===== src/rtl/acbc_pkg.sv =====
// ----------------------------------------------------------------------------
// acbc_pkg
// Shared types and constants for the ARGB color key, brightness and contrast
// pipeline.
// ----------------------------------------------------------------------------
package acbc_pkg;

  localparam int CHAN_W     = 8;
  localparam int PIXEL_W    = 32;
  localparam int GAIN_W     = 16;
  localparam int PROD_W     = CHAN_W + GAIN_W;
  localparam int CFG_IDX_W  = 4;
  localparam int CFG_DATA_W = 16;

  localparam logic [CHAN_W-1:0] CHAN_MAX      = 8'hff;
  localparam logic [CHAN_W-1:0] CONTRAST_MID  = 8'd128;
  localparam logic [CHAN_W:0]   KEY_TOLERANCE = 9'd2;
  localparam logic [GAIN_W-1:0] UNITY_Q8      = 16'd256;

  // Configuration register indexes.
  localparam logic [CFG_IDX_W-1:0] CFG_KEY_ENABLE        = 4'd0;
  localparam logic [CFG_IDX_W-1:0] CFG_KEY_RED           = 4'd1;
  localparam logic [CFG_IDX_W-1:0] CFG_KEY_GREEN         = 4'd2;
  localparam logic [CFG_IDX_W-1:0] CFG_KEY_BLUE          = 4'd3;
  localparam logic [CFG_IDX_W-1:0] CFG_BRIGHTNESS_ENABLE = 4'd4;
  localparam logic [CFG_IDX_W-1:0] CFG_BRIGHTNESS_GAIN   = 4'd5;
  localparam logic [CFG_IDX_W-1:0] CFG_CONTRAST_ENABLE   = 4'd6;
  localparam logic [CFG_IDX_W-1:0] CFG_CONTRAST_GAIN     = 4'd7;

  // Stage load enables and adjustment settings shared by the channel lanes.
  typedef struct packed {
    logic              load2;
    logic              load3;
    logic              load4;
    logic              bright_en;
    logic [GAIN_W-1:0] bright_gain;
    logic              contrast_en;
    logic [GAIN_W-1:0] contrast_gain;
  } chan_ctl_t;

endpackage


===== src/rtl/argb_colorkey_brightness_contrast.sv =====
// ----------------------------------------------------------------------------
// argb_colorkey_brightness_contrast
// Streaming ARGB32 pixel processor: color key, brightness and contrast.
// ----------------------------------------------------------------------------
// Pixels enter on the s_ channel and leave on the m_ channel, one request per
// pixel, alpha in bits 31:24 down to blue in bits 7:0. The cfg channel writes
// one register per request (index 0..7; other indexes are ignored) and is
// always ready; write it only while no pixels are in flight.
// The datapath is a four-stage pipeline: color key compare, brightness
// multiply (8 x 16 bits per channel), saturation, and contrast add with
// clamping into the output register. A pixel passes through the key, product,
// saturation and output registers in turn before m_tvalid rises. A new pixel
// is accepted in every cycle while the output does not stall, so throughput
// is one pixel per clock.
// Each stage carries its own valid bit and loads whenever it is empty or the
// stage after it moves, so bubbles close up. When the receiver stalls, the
// pipeline fills and s_tready drops only once all four stages hold pixels;
// nothing is dropped or repeated.
// Reset empties the pipeline and returns all configuration registers to their
// defaults: every stage disabled and both gains at unity.
// ----------------------------------------------------------------------------
module argb_colorkey_brightness_contrast (
  input  logic                            clk,
  input  logic                            rst,
  input  logic                            s_tvalid,
  output logic                            s_tready,
  input  logic [acbc_pkg::PIXEL_W-1:0]    s_tdata,   // pixel_in[31:0]
  output logic                            m_tvalid,
  input  logic                            m_tready,
  output logic [acbc_pkg::PIXEL_W-1:0]    m_tdata,   // pixel_out[31:0]
  input  logic                            cfg_valid,
  output logic                            cfg_ready,
  input  logic [acbc_pkg::CFG_IDX_W-1:0]  cfg_index,
  input  logic [acbc_pkg::CFG_DATA_W-1:0] cfg_data
);

  localparam int CW = acbc_pkg::CHAN_W;

  logic                        key_enable;
  logic [CW-1:0]               key_red;
  logic [CW-1:0]               key_green;
  logic [CW-1:0]               key_blue;
  logic                        brightness_enable;
  logic [acbc_pkg::GAIN_W-1:0] brightness_gain;
  logic                        contrast_enable;
  logic [acbc_pkg::GAIN_W-1:0] contrast_gain;

  logic v1, v2, v3, v4;
  logic ready1, ready2, ready3, ready4;

  logic [CW-1:0] alpha1, alpha2, alpha3, alpha4;
  logic [CW-1:0] red1, green1, blue1;
  logic [CW-1:0] red4, green4, blue4;
  logic [CW-1:0] alpha1_next, red1_next, green1_next, blue1_next;

  logic [CW:0] diff_red, diff_green, diff_blue;
  logic        key_match;

  acbc_pkg::chan_ctl_t ctl;

  assign cfg_ready = 1'b1;

  always_ff @(posedge clk) begin
    if (rst) begin
      key_enable        <= 1'b0;
      key_red           <= '0;
      key_green         <= '0;
      key_blue          <= '0;
      brightness_enable <= 1'b0;
      brightness_gain   <= acbc_pkg::UNITY_Q8;
      contrast_enable   <= 1'b0;
      contrast_gain     <= acbc_pkg::UNITY_Q8;
    end else if (cfg_valid && cfg_ready) begin
      unique case (cfg_index)
        acbc_pkg::CFG_KEY_ENABLE:        key_enable        <= cfg_data[0];
        acbc_pkg::CFG_KEY_RED:           key_red           <= cfg_data[CW-1:0];
        acbc_pkg::CFG_KEY_GREEN:         key_green         <= cfg_data[CW-1:0];
        acbc_pkg::CFG_KEY_BLUE:          key_blue          <= cfg_data[CW-1:0];
        acbc_pkg::CFG_BRIGHTNESS_ENABLE: brightness_enable <= cfg_data[0];
        acbc_pkg::CFG_BRIGHTNESS_GAIN:
          brightness_gain <= cfg_data[acbc_pkg::GAIN_W-1:0];
        acbc_pkg::CFG_CONTRAST_ENABLE:   contrast_enable   <= cfg_data[0];
        acbc_pkg::CFG_CONTRAST_GAIN:
          contrast_gain <= cfg_data[acbc_pkg::GAIN_W-1:0];
        default: ;
      endcase
    end
  end

  // Each stage loads when it is empty or its successor is taking its pixel.
  assign ready4   = !v4 || m_tready;
  assign ready3   = !v3 || ready4;
  assign ready2   = !v2 || ready3;
  assign ready1   = !v1 || ready2;
  assign s_tready = ready1;

  always_ff @(posedge clk) begin
    if (rst) begin
      v1 <= 1'b0;
      v2 <= 1'b0;
      v3 <= 1'b0;
      v4 <= 1'b0;
    end else begin
      if (ready1) v1 <= s_tvalid;
      if (ready2) v2 <= v1;
      if (ready3) v3 <= v2;
      if (ready4) v4 <= v3;
    end
  end

  // Color key stage.
  always_comb begin
    diff_red   = (s_tdata[23:16] > key_red) ? {1'b0, s_tdata[23:16]} - {1'b0, key_red}
                                            : {1'b0, key_red} - {1'b0, s_tdata[23:16]};
    diff_green = (s_tdata[15:8] > key_green) ? {1'b0, s_tdata[15:8]} - {1'b0, key_green}
                                             : {1'b0, key_green} - {1'b0, s_tdata[15:8]};
    diff_blue  = (s_tdata[7:0] > key_blue) ? {1'b0, s_tdata[7:0]} - {1'b0, key_blue}
                                           : {1'b0, key_blue} - {1'b0, s_tdata[7:0]};
    key_match  = (diff_red <= acbc_pkg::KEY_TOLERANCE) &&
                 (diff_green <= acbc_pkg::KEY_TOLERANCE) &&
                 (diff_blue <= acbc_pkg::KEY_TOLERANCE);
    alpha1_next = s_tdata[31:24];
    red1_next   = s_tdata[23:16];
    green1_next = s_tdata[15:8];
    blue1_next  = s_tdata[7:0];
    if (key_enable) begin
      if (key_match) begin
        alpha1_next = '0;
        red1_next   = '0;
        green1_next = '0;
        blue1_next  = '0;
      end else begin
        alpha1_next = acbc_pkg::CHAN_MAX;
      end
    end
  end

  always_ff @(posedge clk) begin
    if (ready1) begin
      alpha1 <= alpha1_next;
      red1   <= red1_next;
      green1 <= green1_next;
      blue1  <= blue1_next;
    end
    if (ready2) alpha2 <= alpha1;
    if (ready3) alpha3 <= alpha2;
    if (ready4) alpha4 <= alpha3;
  end

  assign ctl.load2         = ready2;
  assign ctl.load3         = ready3;
  assign ctl.load4         = ready4;
  assign ctl.bright_en     = brightness_enable;
  assign ctl.bright_gain   = brightness_gain;
  assign ctl.contrast_en   = contrast_enable;
  assign ctl.contrast_gain = contrast_gain;

  acbc_chan_adjust u_red (
    .clk      (clk),
    .ctl      (ctl),
    .chan_in  (red1),
    .chan_out (red4)
  );

  acbc_chan_adjust u_green (
    .clk      (clk),
    .ctl      (ctl),
    .chan_in  (green1),
    .chan_out (green4)
  );

  acbc_chan_adjust u_blue (
    .clk      (clk),
    .ctl      (ctl),
    .chan_in  (blue1),
    .chan_out (blue4)
  );

  assign m_tvalid = v4;
  assign m_tdata  = {alpha4, red4, green4, blue4};

  // Input backpressure only appears once every stage holds a pixel.
  a_full_when_blocked: assert property (@(posedge clk) disable iff (rst)
    !s_tready |-> (v1 && v2 && v3 && v4))
    else $error("s_tready low while the pipeline has an empty stage");

  a_accept_lands: assert property (@(posedge clk) disable iff (rst)
    (s_tvalid && s_tready) |=> v1)
    else $error("accepted pixel did not reach the first stage");

  a_advance: assert property (@(posedge clk) disable iff (rst)
    (v3 && ready4) |=> v4)
    else $error("pixel lost between stage three and the output register");

  a_key_alpha: assert property (@(posedge clk) disable iff (rst)
    (v1 && key_enable) |-> (alpha1 == '0 || alpha1 == acbc_pkg::CHAN_MAX))
    else $error("keyed stage produced an alpha other than 0 or 255");

endmodule


===== src/rtl/acbc_chan_adjust.sv =====
// ----------------------------------------------------------------------------
// acbc_chan_adjust
// One color channel lane: brightness multiply, saturation and contrast, over
// three register stages that follow the color key stage.
// ----------------------------------------------------------------------------
module acbc_chan_adjust (
  input  logic                        clk,
  input  acbc_pkg::chan_ctl_t         ctl,
  input  logic [acbc_pkg::CHAN_W-1:0] chan_in,
  output logic [acbc_pkg::CHAN_W-1:0] chan_out
);

  logic [acbc_pkg::PROD_W-1:0] prod;
  logic [acbc_pkg::PROD_W-1:0] prod_next;
  logic [acbc_pkg::CHAN_W-1:0] scaled;
  logic [acbc_pkg::CHAN_W-1:0] scaled_next;
  logic [acbc_pkg::CHAN_W-1:0] chan_out_next;

  logic signed [acbc_pkg::GAIN_W:0]   delta;
  logic signed [acbc_pkg::GAIN_W+2:0] sum;

  // With brightness off the channel is moved into Q8.8 position so the
  // saturation stage gives it back unchanged.
  always_comb begin
    if (ctl.bright_en) begin
      prod_next = acbc_pkg::PROD_W'(chan_in) * acbc_pkg::PROD_W'(ctl.bright_gain);
    end else begin
      prod_next = {{(acbc_pkg::GAIN_W - acbc_pkg::CHAN_W){1'b0}}, chan_in,
                   {acbc_pkg::CHAN_W{1'b0}}};
    end
  end

  always_comb begin
    if (prod[acbc_pkg::PROD_W-1:2*acbc_pkg::CHAN_W] != '0) begin
      scaled_next = acbc_pkg::CHAN_MAX;
    end else begin
      scaled_next = prod[2*acbc_pkg::CHAN_W-1:acbc_pkg::CHAN_W];
    end
  end

  always_comb begin
    delta = $signed({1'b0, ctl.contrast_gain}) - $signed({1'b0, acbc_pkg::UNITY_Q8});
    if (scaled > acbc_pkg::CONTRAST_MID) begin
      sum = $signed({{(acbc_pkg::GAIN_W - acbc_pkg::CHAN_W + 3){1'b0}}, scaled})
            + (acbc_pkg::GAIN_W+3)'(delta);
    end else begin
      sum = $signed({{(acbc_pkg::GAIN_W - acbc_pkg::CHAN_W + 3){1'b0}}, scaled})
            - (acbc_pkg::GAIN_W+3)'(delta);
    end
    if (!ctl.contrast_en) begin
      chan_out_next = scaled;
    end else if (sum < 0) begin
      chan_out_next = '0;
    end else if (sum > $signed({{(acbc_pkg::GAIN_W - acbc_pkg::CHAN_W + 3){1'b0}},
                                acbc_pkg::CHAN_MAX})) begin
      chan_out_next = acbc_pkg::CHAN_MAX;
    end else begin
      chan_out_next = sum[acbc_pkg::CHAN_W-1:0];
    end
  end

  always_ff @(posedge clk) begin
    if (ctl.load2) begin
      prod <= prod_next;
    end
    if (ctl.load3) begin
      scaled <= scaled_next;
    end
    if (ctl.load4) begin
      chan_out <= chan_out_next;
    end
  end

endmodule


===== config.mk =====
export PLATFORM = sky130hd
export DESIGN_NAME = argb_colorkey_brightness_contrast
export DESIGN_NICKNAME = d
export VERILOG_FILES = /design/src/rtl/acbc_pkg.sv /design/src/rtl/argb_colorkey_brightness_contrast.sv /design/src/rtl/acbc_chan_adjust.sv
export SDC_FILE = /design/constraint.sdc
export NUM_CORES = 1
export LEC_CHECK = 0
export BUFFER_PORTS_ARGS = -buffer_cell sky130_fd_sc_hd__buf_4
export CAP_MARGIN = 20
export CELL_PAD_IN_SITES_DETAIL_PLACEMENT = 0
export CELL_PAD_IN_SITES_GLOBAL_PLACEMENT = 1
export CORE_MARGIN = 2
export CORE_UTILIZATION = 35
export DETAILED_ROUTE_END_ITERATION = 16
export PLACE_DENSITY = 0.67
export SLEW_MARGIN = 5
export SYNTH_ARGS = -nofsm -noshare
export SYNTH_HDL_FRONTEND = slang
export SYNTH_SLANG_ARGS = --single-unit

===== constraint.sdc =====
create_clock -name clk -period 5.8 [get_ports clk]
set_input_delay 0.29 -clock clk [delete_from_list [all_inputs] [get_ports clk]]
set_output_delay 0.29 -clock clk [all_outputs]
set_load 0.01 [all_outputs]

==> results of run 1 <==
layout make-up:
type	instances	area share
diodes	1	0.00009198
well taps	931	0.04281
multi-input cells	1988	0.6193
repair buffers	162	0.04654
inverters	332	0.04580
clock inverters	13	0.005243
flip-flops and latches	215	0.2142
clock buffers	35	0.02603
flip-flops by register name, summed over array words and instances (netlist names), 16 cells and up:
name,count
brightness_gain,16
contrast_gain,16
u_blue.prod,16
u_green.prod,16
u_red.prod,16
worst reg2reg max path: cells and delay by family (launching register included):
kind                       cells  cell delay, ns
adders and majority gates      5            2.30
AOI/OAI and AO/OA              7            1.57
DFF                            1            0.69
and+or+nand+nor                2            0.37
xor gates and xnor gates       1            0.16
buffers and inverters          2            0.09
routing by layer:
| layer | up-vias | part of all wire | GRT usage |
|---|---|---|---|
| li1 | 9090 | - | - |
| met1 | 9557 | 0.46 | 0.2545 |
| met2 | 408 | 0.48 | 0.3267 |
| met3 | 98 | 0.039 | 0.01888 |
| met4 | 0 | 0.024 | 0.05013 |
| met5 | - | 0 | 0 |
worst max path at each step:
| stage | startpoint | end | slack [ns] | cells after the start |
|---|---|---|---|---|
| 5_1_grt | green1[2] | u_green.prod[21] | 0.009 | 17 |
| 6_report | green1[3] | u_green.prod[22] | 0.37 | 17 |
| 3_3_place_gp | brightness_gain[4] | u_blue.prod[22] | 0.34 | 16 |
| 4_1_cts | brightness_gain[4] | u_blue.prod[22] | 0.22 | 16 |
| 3_5_place_dp | brightness_gain[4] | u_blue.prod[22] | 0.26 | 16 |
| 2_1_floorplan | brightness_gain[0] | u_blue.prod[22] | 0.61 | 18 |
timing repair:
item,4_1_cts,5_1_grt
buffers inserted,0,0
gates resized for setup,0,1
hold buffers,7,0
hold endpoints to repair,9,0
endpoints found under the setup margin,0,4
layout by cell type (no fill, tap or decap), types with 21 or more instances in the layout:
master / instances
nand2_1: 353
a31oi_1: 48
a21oi_1: 102
nor3_1: 32
nand3_1: 28
edfxtp_1: 152
xor2_1: 41
inv_1: 330
a21o_1: 39
mux2i_1: 42
a211oi_1: 22
nor2_1: 154
fa_1: 258
buf_4: 153
xnor2_1: 64
dfxtp_1: 62
nor2b_1: 21
or2_2: 24
ha_1: 198
and2_1: 171
o21ai_0: 73
clkbuf_16: 26
kinds of logic (layout without fill, tap and decap cells):
logic type               Yosys count  in the layout
AND/OR/NAND/NOR                  928            928
buffers and inverters            470            542
adder cells (fa/ha/maj)          456            456
AO/OA/AOI/OAI                    436            436
flip-flops                       215            215
XOR/XNOR                         105            105
multiplexers                      62             62
other                              1              2
through the flow:
step                      instances  setup slack, ns  power [mW]  hold WS, ns  utilization
final                          3677           0.3656       4.407      0.03808       0.3953
after global routing           3676         0.008931       4.625      0.03134       0.3953
after CTS                      3675           0.2226       4.450      0.01269       0.3949
after detailed placement       3620           0.2565       2.791       0.4045       0.3815
after global placement         3619           0.3434       2.780       0.4063       0.3814
after floorplan                2673           0.6143       2.464       0.4003            -
power groups by stage:
stage | Sequential [mW] | Clock [mW] | Combinational [mW]
final | 1.78 | 1.64 | 0.994
after global routing | 1.78 | 1.74 | 1.10
after detailed placement | 1.81 | 0 | 0.981
after floorplan | 1.77 | 0 | 0.690
after global placement | 1.81 | 0 | 0.971
after CTS | 1.78 | 1.68 | 0.991
==> impl_results.md, run 1 <==
* Crit path DAT at 5.73 ns
* H-tree depth at 1
* Critical Setup Path Class: flop to flop
* Logic pwr share at 0.226
* Clock latency on the worst-skew pair at 0.56 ns
* Chip height at 268.2 um
* Hold crit path type: primary input to flop
* Synth top area share at 0.2114
* Required time worst endpoint at 6.09 ns
* Worst slew pin tran at 0.9310 ns
* Post-synthesis simple-gate area fraction at 0.1887
* Post-synth top area cell: fa_1
* Synth top area cells: fa_1 (21%), edfxtp_1 (19%), ha_1 (10%)
* Reg-to-reg setup timing slack at 0.37 ns
* EDFF count, synth at 152
* CTS tree: done
* Final Skew at 0.01658 ns
* Crit path capture type: flop
* Cells on Worst Hold Path at 3
* Final instance area at 27,210 um2
* Clk pwr share at 0.371
* Layout cells sized above 1 at 0.1002
* Area Overhead vs Synth at 11.35%
* Final setup fails at 0
* CP delay by family, top: adder cells
* Die area at 71,940 um2
* Worst-path fanout max at 17
* Clock Sinks at 215
* Final HPWL DP at 52.92 mm
* Vias/cell at 5.209
* Sequence of cells on the critical path: and2_1, fa_1, inv_1, fa_1, fa_1, fa_1, inv_1, ha_1, a21o_1, a21oi_1, o21ai_0, a221o_1, a2bb2oi_1, a311oi_1, a31oi_1, xor2_1, nor2_1
* Nets at 3,238
* Ports at 92
* Routability cong. at 0.8844
* Placed Area at 26,260 um2
* Most frequent cell after synthesis: nand2_1
* Pint at 3.072 mW
* Status: finished, final reports clean
* Hold EP: contrast_gain[10]
* Width of the die at 268.2 um
* Max Slew Vio Count at 0
* Cell Area, Synth at 24,430 um2
* Netlist cell types at 91
* Initial Util at 0.3550
* GRT Total Usage at 0.1898
* Register Area at 5827 um2
* Site Rows at 96
* Startpoint Class: flop
* Filler instances at 6,847
* Tcrit/Tclk final at 0.9370
* Area of the multi-input gates at 16,850 um2
* Seq/Total Area, Yosys at 0.2384
* Compound-Gate Fraction of Synth Area at 0.1226
* Vias at 19,153
* Hold Violations, Final at 0
* Largest net degree at the start of global routing at 64
* Post-Route WL at 67.25 mm
* Slowest library cell on the worst path: edfxtp_1
* Post-Syn Nets at 3,186
* R2r startpoint: green1[3]
* Sw power at 1.334 mW
* Most frequent CP cell: fa_1
* Max-cap viol count at 0
* Clk buf depth at 3
* Core area at 68,830 um2
* Vias in the first global route at 19,641
* Setup_tns at 0 ns
* XOR/XNOR share of the synthesized area at 0.03764
* P per Cell Area at 162.0 nW/um2
* Port buffer count at 90
* Post-Syn Instances at 2,673
* CTS Buf Count at 26
* First-pass GRT wire length at 107.9 mm
* Gr ovfl total at 0
* P_leak at 11.95 nW
* Initial DRC count at 1,405
* Main synth FF type: edfxtp_1
* R2R cell count at 17
* Synth Area per Inst at 9.141 um2
* Largest family of logic cells by synthesized area: adder cells
* Synthesized flop and latch total at 215
* Min cycle time layout at 5.434 ns
* Warnings from Yosys at 0
* Fmax at 184.0 MHz
* CP Buf/Inv Count at 2
* Routed Antenna Nets at 0
* Slew headroom at 0.3787
* RSZ-0062 raised after global routing: false
* WL per Instance at 18.29 um
* Initial antenna violation count at 1
* Crit path largest cell delay at 0.69 ns
* Sequential power share at 0.403
* Clock transition at the registers of the reported paths at 0.06 ns
* Switch share at 0.3028
* R2R Path End: u_green.prod[22]
* Hold_sp: cfg_data[10]
* Drt drc at 0
* Adder-Cell Fraction of Synth Area at 0.3128
* Synth top cells by count: nand2_1 (353), inv_1 (331), fa_1 (258)
* CTS Root Cell: clkbuf_16
* Worst VDD drop at 176.3 uV
* First-pass iteration count of the detailed router at 5
* Post-synth ARST share at 0
* Multiplexer share of the synthesized area at 0.02642
(Power assumes the default switching activity.)
==> run 2, diff against run 1 <==
--- a/config.mk
+++ b/config.mk
@@ -5,6 +5,7 @@
 export SDC_FILE = /design/constraint.sdc
 export NUM_CORES = 1
 export LEC_CHECK = 0
+export ABC_AREA = 1
 export BUFFER_PORTS_ARGS = -buffer_cell sky130_fd_sc_hd__buf_4
 export CAP_MARGIN = 20
 export CELL_PAD_IN_SITES_DETAIL_PLACEMENT = 0
@@ -12,7 +13,7 @@
 export CORE_MARGIN = 2
 export CORE_UTILIZATION = 35
 export DETAILED_ROUTE_END_ITERATION = 16
-export PLACE_DENSITY = 0.67
+export PLACE_DENSITY = 0.69
 export SLEW_MARGIN = 5
 export SYNTH_ARGS = -nofsm -noshare
 export SYNTH_HDL_FRONTEND = slang
==> impl_results.md, run 2 <==
* Place WS at 0.6817 ns (was 0.2565 ns)
* Switch share at 0.3515 (was 0.3028)
* Largest family of logic cells by synthesized area: adder cells (unchanged)
* Fin Hold WS at 0.02664 ns (was 0.03808 ns)
* Largest net degree at the start of global routing at 57 (was 64)
* Min cycle time layout at 5.160 ns (was 5.434 ns)
* Netlist cell types at 57 (was 91)
* Hold crit path type: primary input to flop (unchanged)
* Adder-Cell Fraction of Synth Area at 0.2932 (was 0.3128)
* Setup_tns at 0 ns (unchanged)
* Worst VDD drop at 167.0 uV (was 176.3 uV)
* Final setup fails at 0 (unchanged)
* XOR/XNOR share of the synthesized area at 0.02486 (was 0.03764)
* Filler instances at 7,807 (was 6,847)
* Max Slew Vio Count at 0 (unchanged)
* First-pass iteration count of the detailed router at 5 (unchanged)
* Vias/cell at 4.734 (was 5.209)
* Chip height at 276.9 um (was 268.2 um)
* Non-Filler Instances at 4,575 (was 3,677)
* Area of the multi-input gates at 16,920 um2 (was 16,850 um2)
* Initial DRC count at 1,358 (was 1,405)
* Vias in the first global route at 22,051 (was 19,641)
* CTS tree: done (unchanged)
* EDFF count, synth at 152 (unchanged)
* Port buffer count at 90 (unchanged)
* Routability cong. at 0.8734 (was 0.8844)
* Core area at 74,070 um2 (was 68,830 um2)
* Compound-Gate Fraction of Synth Area at 0.09619 (was 0.1226)
* Hold Violations, Final at 0 (unchanged)
* Warnings from Yosys at 0 (unchanged)
* Startpoint Class: flop (unchanged)
* GRT Total Usage at 0.2008 (was 0.1898)
* Antenna cells at 0 (was 1)
* Final Skew at 0.01211 ns (was 0.01658 ns)
* Worst-path fanout max at 16 (was 17)
* Width of the die at 276.9 um (was 268.2 um)
* Post-synth top area cell: fa_1 (unchanged)
* Fmax at 193.8 MHz (was 184.0 MHz)
* Tcrit/Tclk final at 0.8897 (was 0.9370)
* Synth top area cells: fa_1 (20%), edfxtp_1 (18%), nand2_1 (15%) (was fa_1 (21%), edfxtp_1 (19%), ha_1 (10%))
* Pint at 3.497 mW (was 3.072 mW)
* Sw power at 1.895 mW (was 1.334 mW)
* Crit path capture type: flop (unchanged)
* Logic pwr share at 0.291 (was 0.226)
* Clk buf depth at 3 (unchanged)
* Status: finished, final reports clean (unchanged)
* Sequence of cells on the critical path: buf_4, nand2_1, fa_1, fa_1, fa_1, fa_1, inv_1, ha_1, nand2_1, nor3_1, a21oi_1, o21ai_0, nand3_1, nand2_1, nand2_1, nor3b_1 (was and2_1, fa_1, inv_1, fa_1, fa_1, fa_1, inv_1, ha_1, a21o_1, a21oi_1, o21ai_0, a221o_1, a2bb2oi_1, a311oi_1, a31oi_1, xor2_1, nor2_1)
* Post CTS Setup Buffer Count at 0 (unchanged)
* Synthesized flop and latch total at 215 (unchanged)
* Post-Route WL at 75.79 mm (was 67.25 mm)
* H-tree depth at 1 (unchanged)
* Commonest non-fill, non-tap cell in the layout: nand2_1 (unchanged)
* CTS Root Cell: clkbuf_16 (unchanged)
* Post-synth ARST share at 0 (unchanged)
* P per Cell Area at 185.8 nW/um2 (was 162.0 nW/um2)
* Routed Antenna Nets at 0 (unchanged)
* Drt drc at 0 (unchanged)
* Initial antenna violation count at 4 (was 1)
* Required time worst endpoint at 6.15 ns (was 6.09 ns)
* Most frequent cell after synthesis: nand2_1 (unchanged)
* CTS resizes at 0 (unchanged)
* Clock transition at the registers of the reported paths at 0.07 ns (was 0.06 ns)
* Gr ovfl total at 0 (unchanged)
* Seq/Total Area, Yosys at 0.2235 (was 0.2384)
* Worst slew pin tran at 0.8971 ns (was 0.9310 ns)
* Cell Area, Synth at 26,070 um2 (was 24,430 um2)
* Clock Sinks at 215 (unchanged)
* Clk pwr share at 0.372 (was 0.371)
* CTS Buf Count at 29 (was 26)
* Post-layout power at 5.392 mW (was 4.407 mW)
* Post-Syn Nets at 4,048 (was 3,186)
* Commonest cells after routing, fill and taps aside: nand2_1 (1,028), inv_1 (682), fa_1 (258), ha_1 (198), a21oi_1 (191) (was nand2_1 (353), inv_1 (330), fa_1 (258), ha_1 (198), and2_1 (171))
* Max-cap viol count at 0 (unchanged)
* Synth top area share at 0.1981 (was 0.2114)
* Clock latency on the worst-skew pair at 0.60 ns (was 0.56 ns)
* Die area at 76,670 um2 (was 71,940 um2)
* Initial Util at 0.3519 (was 0.3550)
* Multiplexer share of the synthesized area at 0 (was 0.02642)
* First-pass GRT wire length at 122.9 mm (was 107.9 mm)
* Main synth FF type: edfxtp_1 (unchanged)
* Nets at 4,096 (was 3,238)
* Register Area at 5826 um2 (was 5827 um2)
* Site Rows at 100 (was 96)
* Crit path largest cell delay at 0.87 ns (was 0.69 ns)
* P_leak at 15.10 nW (was 11.95 nW)
* Ports at 92 (unchanged)
* Critical Setup Path Class: flop to flop (unchanged)
* Synth top cells by count: nand2_1 (1,028), inv_1 (684), fa_1 (258) (was nand2_1 (353), inv_1 (331), fa_1 (258))
* PnR worst setup slack at 0.6398 ns (was 0.3656 ns)
* Slowest library cell on the worst path: dfxtp_1 (was edfxtp_1)
* Final HPWL DP at 59.64 mm (was 52.92 mm)
* RSZ-0062 raised after global routing: false (unchanged)
* Slew headroom at 0.4013 (was 0.3787)
* Placed cell count at 4,489 (was 3,620)
* Vias at 21,657 (was 19,153)
* Synth Area per Inst at 7.374 um2 (was 9.141 um2)
* Crit path DAT at 5.51 ns (was 5.73 ns)
* Post-synthesis simple-gate area fraction at 0.2347 (was 0.1887)
* Sequential power share at 0.338 (was 0.403)
* Post-Syn Instances at 3,535 (was 2,673)
* Area Overhead vs Synth at 11.34% (was 11.35%)
* WL per Instance at 16.57 um (was 18.29 um)
* Layout cells sized above 1 at 0.07903 (was 0.1002)
run 2: kinds of logic after synthesis:
group | after synthesis
compound gates | 461
xor+xnor | 74
fa+ha+maj | 456
buf+inv | 861
flops | 215
other cells | 1
simple gates | 1467
run 2: area by class of cell:
class | instances | share of cell area
multi-input combinational | 2459 | 0.5829
inverter | 709 | 0.09178
timing repair buffer | 169 | 0.04647
sequential | 215 | 0.2007
clock inverter | 24 | 0.01117
tap | 969 | 0.04177
clock buffer | 30 | 0.02513
run 2: power by group through the flow:
stage / combinational, mW / clock [mW] / sequential [mW]
final: 1.57 / 2.00 / 1.82
after global routing: 1.79 / 2.12 / 1.83
after CTS: 1.58 / 2.07 / 1.82
after detailed placement: 1.55 / 0 / 1.85
after global placement: 1.55 / 0 / 1.85
after floorplan: 1.15 / 0 / 1.80
run 2: worst paths after layout:
| check | end | start | cells past startpoint | slack, ns |
|---|---|---|---|---|
| worst min-delay path | blue1[7] | s_tdata[7] | 3 | 0.03 |
| worst min register to register | alpha4[2] | alpha3[2] | 0 | 0.42 |
| worst max-delay path | u_green.prod[16] | brightness_gain[1] | 16 | 0.64 |
| worst max register to register | u_green.prod[16] | brightness_gain[1] | 16 | 0.64 |
run 2: worst max-delay path: cells and delay by family, from the launching register on:
kind	cells	cell delay (ns)
AOI/OAI and AO/OA	2	0.52
and+or+nand+nor	7	0.88
buffers and inverters	2	0.33
adders and majority gates	5	2.30
DFF	1	0.87
run 2: what timing repair did:
action	in CTS	in global routing
endpoints found under the hold margin	41	0
hold buffers	32	0
endpoints found under the setup margin	0	0
run 2: per-layer routing:
metal / global-route usage / up-vias / routed length [um]
met5: 0 / - / 0
met4: 0.04849 / 0 / 1855
met3: 0.02556 / 87 / 3411
met2: 0.3319 / 394 / 34750
met1: 0.2787 / 10169 / 35770
li1: - / 11007 / -
run 2: through the flow:
step	instance area, um2	utilization
finish	29020	0.3918
global placement	27650	0.3733
global route	29020	0.3918
floorplan	26070	-
CTS	29020	0.3918
detailed placement	27650	0.3733
